<file path="config.mk">
export PLATFORM = sky130hd
export DESIGN_NAME = lidar_curvature_occlusion_marker_flat
export DESIGN_NICKNAME = d
export VERILOG_FILES = /design/src/rtl/lcom_pkg.sv /design/src/rtl/lcom_ifs.sv /design/src/rtl/lcom_point_eval.sv /design/src/rtl/lidar_curvature_occlusion_marker.sv /design/src/flat_wrapper.sv
export SDC_FILE = /design/constraint.sdc
export NUM_CORES = 2
export LEC_CHECK = 0
export ABC_AREA = 0
export ABC_CLOCK_PERIOD_IN_PS = 72000
export BUFFER_PORTS_ARGS = -buffer_cell sky130_fd_sc_hd__buf_2
export CORE_ASPECT_RATIO = 0.75
export CORE_UTILIZATION = 35
export CTS_CLUSTER_DIAMETER = 50
export CTS_CLUSTER_SIZE = 28
export DETAILED_ROUTE_END_ITERATION = 8
export GPL_ROUTABILITY_DRIVEN = 1
export PLACE_DENSITY_LB_ADDON = 0.3
export SLEW_MARGIN = 20
export SYNTH_ARGS = -nofsm -noshare
export SYNTH_HDL_FRONTEND = slang
export SYNTH_SLANG_ARGS = --single-unit
</file>
<file path="constraint.sdc">
create_clock -name clk -period 72 [get_ports clk]
set_clock_uncertainty 0.15 [all_clocks]
set_input_delay 14.4 -clock clk [delete_from_list [all_inputs] [get_ports clk]]
set_output_delay 14.4 -clock clk [all_outputs]
set_load 0.02 [all_outputs]
</file>
<file path="src/rtl/lcom_pkg.sv">
`timescale 1ns / 1ps

package lcom_pkg;

  localparam int RANGE_W   = 20;
  localparam int COL_W     = 12;
  localparam int IDX_W     = 16;
  localparam int CURV_W    = 47;
  localparam int GAP_W     = 16;
  localparam int DIV_W     = 8;
  localparam int CFG_IDX_W = 2;
  localparam int CFG_DAT_W = 16;

  // Window geometry: five neighbours each side plus one point of look-ahead
  localparam int HALF_W     = 5;
  localparam int WIN        = 2 * HALF_W + 2;
  localparam int POS_W      = $clog2(WIN);
  localparam int CURV_START = 2 * HALF_W;
  localparam int OCC_START  = 2 * HALF_W + 1;
  localparam int OCC_POS    = HALF_W + 1;

  // |sum of ten ranges - 10 * centre| fits in 24 bits
  localparam int ASUM_W = RANGE_W + 4;

  // Register indexes
  localparam logic [CFG_IDX_W-1:0] REG_OCC_GAP = 2'd0;
  localparam logic [CFG_IDX_W-1:0] REG_COL_GAP = 2'd1;
  localparam logic [CFG_IDX_W-1:0] REG_PAR_DIV = 2'd2;

  localparam logic [GAP_W-1:0] OCC_GAP_RST = 16'd300;
  localparam logic [COL_W-1:0] COL_GAP_RST = 12'd10;
  localparam logic [DIV_W-1:0] PAR_DIV_RST = 8'd50;

  typedef logic [RANGE_W-1:0] range_t;
  typedef logic [COL_W-1:0]   col_t;
  typedef logic [IDX_W-1:0]   idx_t;
  typedef logic [ASUM_W-1:0]  asum_t;
  typedef logic [CURV_W-1:0]  curv_t;

  typedef logic [WIN-1:0][RANGE_W-1:0] range_win_t;
  typedef logic [WIN-1:0][COL_W-1:0]   col_win_t;
  typedef logic [WIN-1:0][ASUM_W-1:0]  asum_win_t;
  typedef logic [WIN-1:0][IDX_W-1:0]   idx_win_t;

  typedef struct packed {
    logic [GAP_W-1:0] occ_gap;
    logic [COL_W-1:0] col_gap;
    logic [DIV_W-1:0] par_div;
  } cfg_t;

endpackage

</file>
<file path="src/rtl/lcom_ifs.sv">
`timescale 1ns / 1ps

interface lcom_in_if import lcom_pkg::*; ();
  logic   valid;
  logic   ready;
  range_t range_mm;
  col_t   column;
  logic   last_in_scan;

  modport source (output valid, output range_mm, output column, output last_in_scan,
                  input ready);
  modport sink   (input valid, input range_mm, input column, input last_in_scan,
                  output ready);
endinterface

interface lcom_out_if import lcom_pkg::*; ();
  logic  valid;
  logic  ready;
  idx_t  point_index;
  curv_t curvature;
  logic  curvature_valid;
  logic  picked;
  logic  last_result;

  modport source (output valid, output point_index, output curvature,
                  output curvature_valid, output picked, output last_result,
                  input ready);
  modport sink   (input valid, input point_index, input curvature,
                  input curvature_valid, input picked, input last_result,
                  output ready);
endinterface

interface lcom_cfg_if import lcom_pkg::*; ();
  logic                 valid;
  logic                 ready;
  logic [CFG_IDX_W-1:0] index;
  logic [CFG_DAT_W-1:0] data;

  modport source (output valid, output index, output data, input ready);
  modport sink   (input valid, input index, input data, output ready);
endinterface

</file>
<file path="src/rtl/lcom_point_eval.sv">
`timescale 1ns / 1ps

// Works on the window after the new point is shifted in (position 0 newest).
// Curvature centre sits at HALF_W; occlusion pair is (OCC_POS, HALF_W).
module lcom_point_eval import lcom_pkg::*; (
  input  range_win_t     rng,
  input  col_win_t       col,
  input  logic           occ_en,
  input  cfg_t           cfg,
  output logic [WIN-1:0] mark,
  output asum_t          asum
);

  asum_t                sum10;
  asum_t                ten_c;
  range_t               ri, rn, rp;
  col_t                 cdiff;
  logic                 near;
  logic [RANGE_W:0]     gap_x;
  logic [RANGE_W:0]     drop;
  logic [RANGE_W:0]     rise;
  range_t               dp, dn;
  logic [RANGE_W+DIV_W-1:0] pp, pn;
  logic                 occ_back, occ_fwd, par;

  always_comb begin
    sum10 = '0;
    for (int j = 0; j <= 2 * HALF_W; j++) begin
      if (j != HALF_W) sum10 = sum10 + ASUM_W'(rng[j]);
    end
    ten_c = (ASUM_W'(rng[HALF_W]) << 3) + (ASUM_W'(rng[HALF_W]) << 1);
    asum  = (sum10 >= ten_c) ? sum10 - ten_c : ten_c - sum10;
  end

  always_comb begin
    ri    = rng[OCC_POS];
    rn    = rng[OCC_POS-1];
    rp    = rng[OCC_POS+1];
    cdiff = (col[OCC_POS] > col[OCC_POS-1]) ? col[OCC_POS] - col[OCC_POS-1]
                                             : col[OCC_POS-1] - col[OCC_POS];
    near  = cdiff < cfg.col_gap;
    gap_x = (RANGE_W+1)'(cfg.occ_gap);
    drop  = {1'b0, ri} - {1'b0, rn};
    rise  = {1'b0, rn} - {1'b0, ri};
    occ_back = near && (ri > rn) && (drop > gap_x);
    occ_fwd  = near && !(ri > rn) && (rn > ri) && (rise > gap_x);

    dp  = (rp > ri) ? rp - ri : ri - rp;
    dn  = (rn > ri) ? rn - ri : ri - rn;
    pp  = dp * cfg.par_div;
    pn  = dn * cfg.par_div;
    par = (pp > (RANGE_W+DIV_W)'(ri)) && (pn > (RANGE_W+DIV_W)'(ri));

    mark = '0;
    if (occ_en) begin
      for (int j = 0; j < WIN; j++) begin
        if (occ_back && j >= OCC_POS) mark[j] = 1'b1;
        if (occ_fwd && j < OCC_POS)   mark[j] = 1'b1;
      end
      if (par) mark[OCC_POS] = 1'b1;
    end
  end

endmodule

</file>
<file path="src/rtl/lidar_curvature_occlusion_marker.sv">
`timescale 1ns / 1ps
// A result reaches out_ch through output stages s1 and out after the transfer that completes it.
// Throughput: one point per cycle unless a flush or an output stall holds input off; point p
// leaves when point p+11 is taken. The last point of a scan releases up to 12 results, one per
// cycle through the two output stages unless out_ch stalls; input is held off while they drain.
// Reset (rst_n low, synchronous): point count, flush and stage valids clear,
// registers return to occlusion_gap 300, column_gap 10, parallel_divisor 50.
module lidar_curvature_occlusion_marker import lcom_pkg::*; #(
  parameter int MAX_POINTS = 65536
) (
  input logic        clk,
  input logic        rst_n,
  lcom_in_if.sink    in_ch,
  lcom_out_if.source out_ch,
  lcom_cfg_if.sink   cfg_ch
);

  localparam int CNT_W = $clog2(MAX_POINTS);

  // ---------------------------------------------------------------- config
  cfg_t cfg_r;

  assign cfg_ch.ready = 1'b1;

  always_ff @(posedge clk) begin
    if (!rst_n) begin
      cfg_r.occ_gap <= OCC_GAP_RST;
      cfg_r.col_gap <= COL_GAP_RST;
      cfg_r.par_div <= PAR_DIV_RST;
    end else if (cfg_ch.valid) begin
      case (cfg_ch.index)
        REG_OCC_GAP: cfg_r.occ_gap <= cfg_ch.data;
        REG_COL_GAP: cfg_r.col_gap <= cfg_ch.data[COL_W-1:0];
        REG_PAR_DIV: cfg_r.par_div <= cfg_ch.data[DIV_W-1:0];
        default: ;
      endcase
    end
  end

  // ---------------------------------------------------------------- window
  // Shift line of the last WIN points, position 0 newest. Each entry keeps its
  // index, picked flag and, once it has reached the centre, its absolute sum.
  logic [CNT_W-1:0] cnt_r;
  logic             flush_r;
  logic [POS_W-1:0] fpos_r;
  range_win_t       rng_r;
  col_win_t         col_r;
  idx_win_t         idx_r;
  asum_win_t        asum_r;
  logic [WIN-1:0]   pck_r;
  logic [WIN-1:0]   cvd_r;

  // Output stage 1 holds the absolute sum, stage 2 the squared curvature
  logic  s1_vld_r;
  idx_t  s1_idx_r;
  asum_t s1_asum_r;
  logic  s1_cv_r;
  logic  s1_pck_r;
  logic  s1_last_r;

  logic  out_vld_r;
  idx_t  out_idx_r;
  curv_t out_curv_r;
  logic  out_cv_r;
  logic  out_pck_r;
  logic  out_last_r;

  logic s2_adv, s1_free, acc, last_acc, curv_en, occ_en;

  assign s2_adv  = !out_vld_r || out_ch.ready;
  assign s1_free = !s1_vld_r || s2_adv;
  assign in_ch.ready = !flush_r && s1_free;
  assign acc      = in_ch.valid && in_ch.ready;
  assign last_acc = in_ch.last_in_scan || (cnt_r == CNT_W'(MAX_POINTS - 1));
  assign curv_en  = cnt_r >= CNT_W'(CURV_START);
  assign occ_en   = cnt_r >= CNT_W'(OCC_START);

  // Window as it stands once the incoming point is in and the marks are laid
  range_win_t     rng_nxt;
  col_win_t       col_nxt;
  idx_win_t       idx_nxt;
  asum_win_t      asum_nxt;
  logic [WIN-1:0] pck_nxt;
  logic [WIN-1:0] cvd_nxt;
  logic [WIN-1:0] mark;
  asum_t          asum_new;

  always_comb begin
    rng_nxt = {rng_r[WIN-2:0], in_ch.range_mm};
    col_nxt = {col_r[WIN-2:0], in_ch.column};
    idx_nxt = {idx_r[WIN-2:0], IDX_W'(cnt_r)};
  end

  lcom_point_eval u_eval (
    .rng    (rng_nxt),
    .col    (col_nxt),
    .occ_en (occ_en),
    .cfg    (cfg_r),
    .mark   (mark),
    .asum   (asum_new)
  );

  always_comb begin
    asum_nxt = {asum_r[WIN-2:0], ASUM_W'(0)};
    cvd_nxt  = {cvd_r[WIN-2:0], 1'b0};
    if (curv_en) begin
      asum_nxt[HALF_W] = asum_new;
      cvd_nxt[HALF_W]  = 1'b1;
    end
    // the new point starts unpicked; the marks may still set it
    pck_nxt = {pck_r[WIN-2:0], 1'b0} | mark;
  end

  // ---------------------------------------------------------------- emit
  // On a plain transfer with the window full the oldest entry leaves; on the last point every
  // held entry drains oldest first, the first result in the same cycle.
  logic             emit;
  logic [POS_W-1:0] em_pos;
  logic             em_last;
  idx_t             em_idx;
  asum_t            em_asum;
  logic             em_cv;
  logic             em_pck;

  always_comb begin
    emit    = 1'b0;
    em_pos  = POS_W'(WIN - 1);
    em_last = 1'b0;
    if (flush_r) begin
      emit    = s1_free;
      em_pos  = fpos_r;
      em_last = (fpos_r == '0);
    end else if (acc) begin
      if (last_acc) begin
        emit    = 1'b1;
        em_pos  = occ_en ? POS_W'(WIN - 1) : cnt_r[POS_W-1:0];
        em_last = (em_pos == '0);
      end else begin
        emit = occ_en;
      end
    end
    if (flush_r) begin
      em_idx  = idx_r[em_pos];
      em_asum = asum_r[em_pos];
      em_cv   = cvd_r[em_pos];
      em_pck  = pck_r[em_pos];
    end else begin
      em_idx  = idx_nxt[em_pos];
      em_asum = asum_nxt[em_pos];
      em_cv   = cvd_nxt[em_pos];
      em_pck  = pck_nxt[em_pos];
    end
  end

  // ---------------------------------------------------------------- control
  always_ff @(posedge clk) begin
    if (!rst_n) begin
      cnt_r   <= '0;
      flush_r <= 1'b0;
      fpos_r  <= '0;
    end else if (flush_r) begin
      if (s1_free) begin
        if (fpos_r == '0) flush_r <= 1'b0;
        else fpos_r <= fpos_r - 1'b1;
      end
    end else if (acc) begin
      cnt_r <= last_acc ? '0 : cnt_r + 1'b1;
      if (last_acc && em_pos != '0) begin
        flush_r <= 1'b1;
        fpos_r  <= em_pos - 1'b1;
      end
    end
  end

  always_ff @(posedge clk) begin
    if (acc) begin
      rng_r  <= rng_nxt;
      col_r  <= col_nxt;
      idx_r  <= idx_nxt;
      asum_r <= asum_nxt;
      pck_r  <= pck_nxt;
      cvd_r  <= cvd_nxt;
    end
  end

  // ---------------------------------------------------------------- output
  always_ff @(posedge clk) begin
    if (!rst_n) begin
      s1_vld_r  <= 1'b0;
      out_vld_r <= 1'b0;
    end else begin
      if (s1_free) s1_vld_r <= emit;
      if (s2_adv) out_vld_r <= s1_vld_r;
    end
  end

  always_ff @(posedge clk) begin
    if (s1_free && emit) begin
      s1_idx_r  <= em_idx;
      s1_asum_r <= em_asum;
      s1_cv_r   <= em_cv;
      s1_pck_r  <= em_pck;
      s1_last_r <= em_last;
    end
    if (s2_adv && s1_vld_r) begin
      out_idx_r  <= s1_idx_r;
      out_curv_r <= s1_cv_r ? CURV_W'(s1_asum_r * s1_asum_r) : '0;
      out_cv_r   <= s1_cv_r;
      out_pck_r  <= s1_pck_r;
      out_last_r <= s1_last_r;
    end
  end

  assign out_ch.valid           = out_vld_r;
  assign out_ch.point_index     = out_idx_r;
  assign out_ch.curvature       = out_curv_r;
  assign out_ch.curvature_valid = out_cv_r;
  assign out_ch.picked          = out_pck_r;
  assign out_ch.last_result     = out_last_r;

  // ---------------------------------------------------------------- checks
  // no new point may enter while the window drains
  a_flush_blocks_input: assert property (@(posedge clk) disable iff (!rst_n)
    flush_r |-> !in_ch.ready)
    else $error("input taken during flush");

  // the point count restarts after the last point of a scan
  a_count_restarts: assert property (@(posedge clk) disable iff (!rst_n)
    acc && last_acc |=> cnt_r == '0)
    else $error("point count not cleared after last point");

  // an edge point never carries a curvature
  a_edge_curv_zero: assert property (@(posedge clk) disable iff (!rst_n)
    out_vld_r && !out_cv_r |-> out_curv_r == '0)
    else $error("curvature on an edge point");

  // the final flush step ends the flush
  a_flush_ends: assert property (@(posedge clk) disable iff (!rst_n)
    flush_r && fpos_r == '0 && s1_free |=> !flush_r)
    else $error("flush did not end");

endmodule

</file>
<file path="src/flat_wrapper.sv">
// flat-port wrapper written by rule: the top's interface ports become plain ports
module lidar_curvature_occlusion_marker_flat import lcom_pkg::*;
#(
  parameter int MAX_POINTS = 65536
)
  (clk, rst_n, in_ch_valid, in_ch_range_mm, in_ch_column, in_ch_last_in_scan, in_ch_ready, out_ch_valid, out_ch_point_index, out_ch_curvature, out_ch_curvature_valid, out_ch_picked, out_ch_last_result, out_ch_ready, cfg_ch_valid, cfg_ch_index, cfg_ch_data, cfg_ch_ready);
  lcom_in_if in_ch_i ();
  lcom_out_if out_ch_i ();
  lcom_cfg_if cfg_ch_i ();
  input logic clk;
  input logic rst_n;
  input wire logic [$bits(in_ch_i.valid)-1:0] in_ch_valid;
  input wire logic [$bits(in_ch_i.range_mm)-1:0] in_ch_range_mm;
  input wire logic [$bits(in_ch_i.column)-1:0] in_ch_column;
  input wire logic [$bits(in_ch_i.last_in_scan)-1:0] in_ch_last_in_scan;
  output wire logic [$bits(in_ch_i.ready)-1:0] in_ch_ready;
  output wire logic [$bits(out_ch_i.valid)-1:0] out_ch_valid;
  output wire logic [$bits(out_ch_i.point_index)-1:0] out_ch_point_index;
  output wire logic [$bits(out_ch_i.curvature)-1:0] out_ch_curvature;
  output wire logic [$bits(out_ch_i.curvature_valid)-1:0] out_ch_curvature_valid;
  output wire logic [$bits(out_ch_i.picked)-1:0] out_ch_picked;
  output wire logic [$bits(out_ch_i.last_result)-1:0] out_ch_last_result;
  input wire logic [$bits(out_ch_i.ready)-1:0] out_ch_ready;
  input wire logic [$bits(cfg_ch_i.valid)-1:0] cfg_ch_valid;
  input wire logic [$bits(cfg_ch_i.index)-1:0] cfg_ch_index;
  input wire logic [$bits(cfg_ch_i.data)-1:0] cfg_ch_data;
  output wire logic [$bits(cfg_ch_i.ready)-1:0] cfg_ch_ready;
  assign in_ch_i.valid = in_ch_valid;
  assign in_ch_i.range_mm = in_ch_range_mm;
  assign in_ch_i.column = in_ch_column;
  assign in_ch_i.last_in_scan = in_ch_last_in_scan;
  assign in_ch_ready = in_ch_i.ready;
  assign out_ch_valid = out_ch_i.valid;
  assign out_ch_point_index = out_ch_i.point_index;
  assign out_ch_curvature = out_ch_i.curvature;
  assign out_ch_curvature_valid = out_ch_i.curvature_valid;
  assign out_ch_picked = out_ch_i.picked;
  assign out_ch_last_result = out_ch_i.last_result;
  assign out_ch_i.ready = out_ch_ready;
  assign cfg_ch_i.valid = cfg_ch_valid;
  assign cfg_ch_i.index = cfg_ch_index;
  assign cfg_ch_i.data = cfg_ch_data;
  assign cfg_ch_ready = cfg_ch_i.ready;
  lidar_curvature_occlusion_marker #(.MAX_POINTS(MAX_POINTS)) u_core (.clk(clk), .rst_n(rst_n), .in_ch(in_ch_i), .out_ch(out_ch_i), .cfg_ch(cfg_ch_i));
endmodule
</file>
==> flow_summary.toml <==
[die]
rows = 145
coreArea_um2 = 209000
io_pins = 125
dieHeight_um = 399
fp.dieW_um = 532
dieArea_um2 = 212000
initial_core_util = 0.353

[global_route]
grt_overflow = 0
top_usage_layer = "met1"
gr-usage-met2 = 0.268
grt_pass1_vias = 51600
grt_max_degree = 174
grt_pass1_wl_um = 301000
grtUsageTotal = 0.180
use_met1 = 0.272
grt.met3_usage = 0.0278
antenna_found_initial = 18

[timing]
max_freq_mhz = 33.7
slew_headroom = 0.224
tightest_slew_ps = 1160
fin_crit_ps = 29680
setup_tns_ps = 0
rsz0062_at_grt = "no"
drv_slew = 0
hold_violations = 0
min_period_over_period = 0.412
whs_ps = 266
setup_viol = 0
worst_slack_ps = 42320

[detailed_routing]
drtIter0Drc = 4168
firstDrtPassIters = 5
viasPerCell = 5.07
wl_per_cell_um = 18.9
vias = 51000
postRouteAntennaNets = 0
drcViolationCount = 0
routed_wl_um = 191000

[synth]
netlist_area_um2 = 73600
synthFlopType = "edfxtp_1"
yosysUniqueCellTypes = 92
synthArstFlopShare = 0
synth_top_area_share = 0.310
synth_common_cells = "1081 x inv_1, 859 x nand2_1, 805 x fa_1"
synth.ff_latch_count = 818
syn_area_per_cell_um2 = 10.2
yosysMostFrequentCell = "inv_1"
yosysTopAreaCell = "edfxtp_1"
synth_edf_count = 759
syn_inst = 7232
ys_top_cells_by_area = "edfxtp_1 31%, fa_1 22%, ha_1 9.3%"
synth_nets = 8640
ys_warn_count = 0
seq_area_frac_synth = 0.326

[clocking]
clk_latency_ps = 690
htree_levels = 3
postCtsHoldBufs = 0
cts_resized = 0
cts_tree = "done"
cts_post_setup_buffers_inserted = 0
cts_buffers = 80
clockRootBuffer = "clkbuf_16"
clk_path_buf_depth = 3
cts.clk_slew.worst_paths_ps = 60
cts.sink_count = 818

[setup_path]
endpoint_kind = "output port"
critPathMaxFanout = 5
setup.worst_path.class = "input port to output port"
required_ps = 57450
cp.arrival_ps = 15130
cp-start-kind = "input port"

[min_path]
hp-class = "flip-flop to flip-flop"

[cells_and_area]
drive_gt1_frac = 0.0561
areaGrowthSynthToFinish_pct = 8.54
final_area_um2 = 79900
multi_input_area_um2 = 44500
nNetsFinal = 8611
fill_cells = 20700
ff_latch_area_um2 = 24000

[place]
buffer_ports.inserted = 122
hpwl_um = 141000
dpl-instance-area_um2 = 77200
dp_slack_ps = 42310
place.gp.congestion = 0.886

[run_status]
status = "completed"

[job]
drv_cap = 0
==> per-stage QoR <==
step	util	instances
2_1_floorplan	-	7232
3_3_place_gp	0.370	9914
3_5_place_dp	0.370	9914
4_1_cts	0.383	10100
5_1_grt	0.383	10100
6_report	0.383	10100
==> routing by layer <==
layer	routed length (µm)	part of all wire	vias up
li1	-	-	24100
met1	93400	0.49	25300
met2	81300	0.43	1376
met3	11900	0.063	183
met4	3890	0.020	4
met5	24	0.00013	-
==> state kept, by name, summed over array words and instances (netlist names), 4 cells and up <==
| register | flops |
|---|---|
| u_core.pck_r | 12 |
| u_core.idx_nxt | 176 |
| u_core.out_ch.point_index | 16 |
| u_core.asum_nxt | 144 |
| u_core.asum_r | 24 |
| u_core.out_ch.curvature | 46 |
| u_core.cfg_r | 36 |
| u_core.cnt_r | 16 |
| u_core.fpos_r | 4 |
| u_core.s1_asum_r | 24 |
| u_core.col_nxt | 72 |
| u_core.idx_r | 16 |
| u_core.rng_nxt | 200 |
| u_core.s1_idx_r | 16 |
| u_core.cvd_r | 7 |
==> cell families (layout without fill, tap and decap cells) <==
group / after synthesis / after routing / synth area share
mux: 141 / 141 / 0.0195
fa+ha+maj: 1352 / 1352 / 0.312
other cells: 2 / 3 / 0.000102
simple gates: 2104 / 2104 / 0.139
flops: 818 / 818 / 0.326
buf+inv: 1388 / 1425 / 0.0718
compound gates: 1222 / 1222 / 0.108
xor+xnor: 205 / 205 / 0.0244
==> worst max-delay path: stages <==
cell	delay [ps]
buf_2	110
nand3b_1	270
nand2_1	160
inv_1	40
buf_2	150
==> layout by cell type, fill, tap and decap left out, drive strengths merged, types with 59 or more instances in the layout <==
cell,synthesis,routed
inv,1082,1105
nand2,859,859
fa,805,805
edfxtp,759,759
ha,547,547
a21oi,359,359
and2,320,320
nor2,240,240
o21ai,236,236
buf,64,192
nor2b,179,179
nand3,170,170
a21o,138,138
xnor2,135,135
mux2i,124,124
clkbuf,239,87
and3,83,83
xor2,70,70
o211ai,61,61
dfxtp,59,59
==> layout make-up <==
| type | count | share of cell area |
|---|---|---|
| multi-input combinational | 5026 | 0.557 |
| sequential | 818 | 0.300 |
| inverter | 1085 | 0.0511 |
| tap | 2793 | 0.0437 |
| clock buffer | 87 | 0.0262 |
| timing repair buffer | 192 | 0.0145 |
| clock inverter | 61 | 0.00775 |
| antenna | 1 | 0.0000313 |
==> final timing paths <==
check,start,end,slack [ps],cells past startpoint
setup / recovery,out_ch_ready,in_ch_ready,42320,5
setup reg to reg,u_core.rng_nxt[120]$_DFFE_PP_,u_core.s1_pck_r$_DFFE_PP_,59770,39
hold reg to reg,u_core.col_nxt[39]$_DFFE_PP_,u_core.col_nxt[51]$_DFFE_PP_,270,0
hold / removal,u_core.col_nxt[39]$_DFFE_PP_,u_core.col_nxt[51]$_DFFE_PP_,270,0
Power is left out: the tool's default activity adds up to more than one toggle a clock period on the data nets, which glitch-free logic cannot reach.
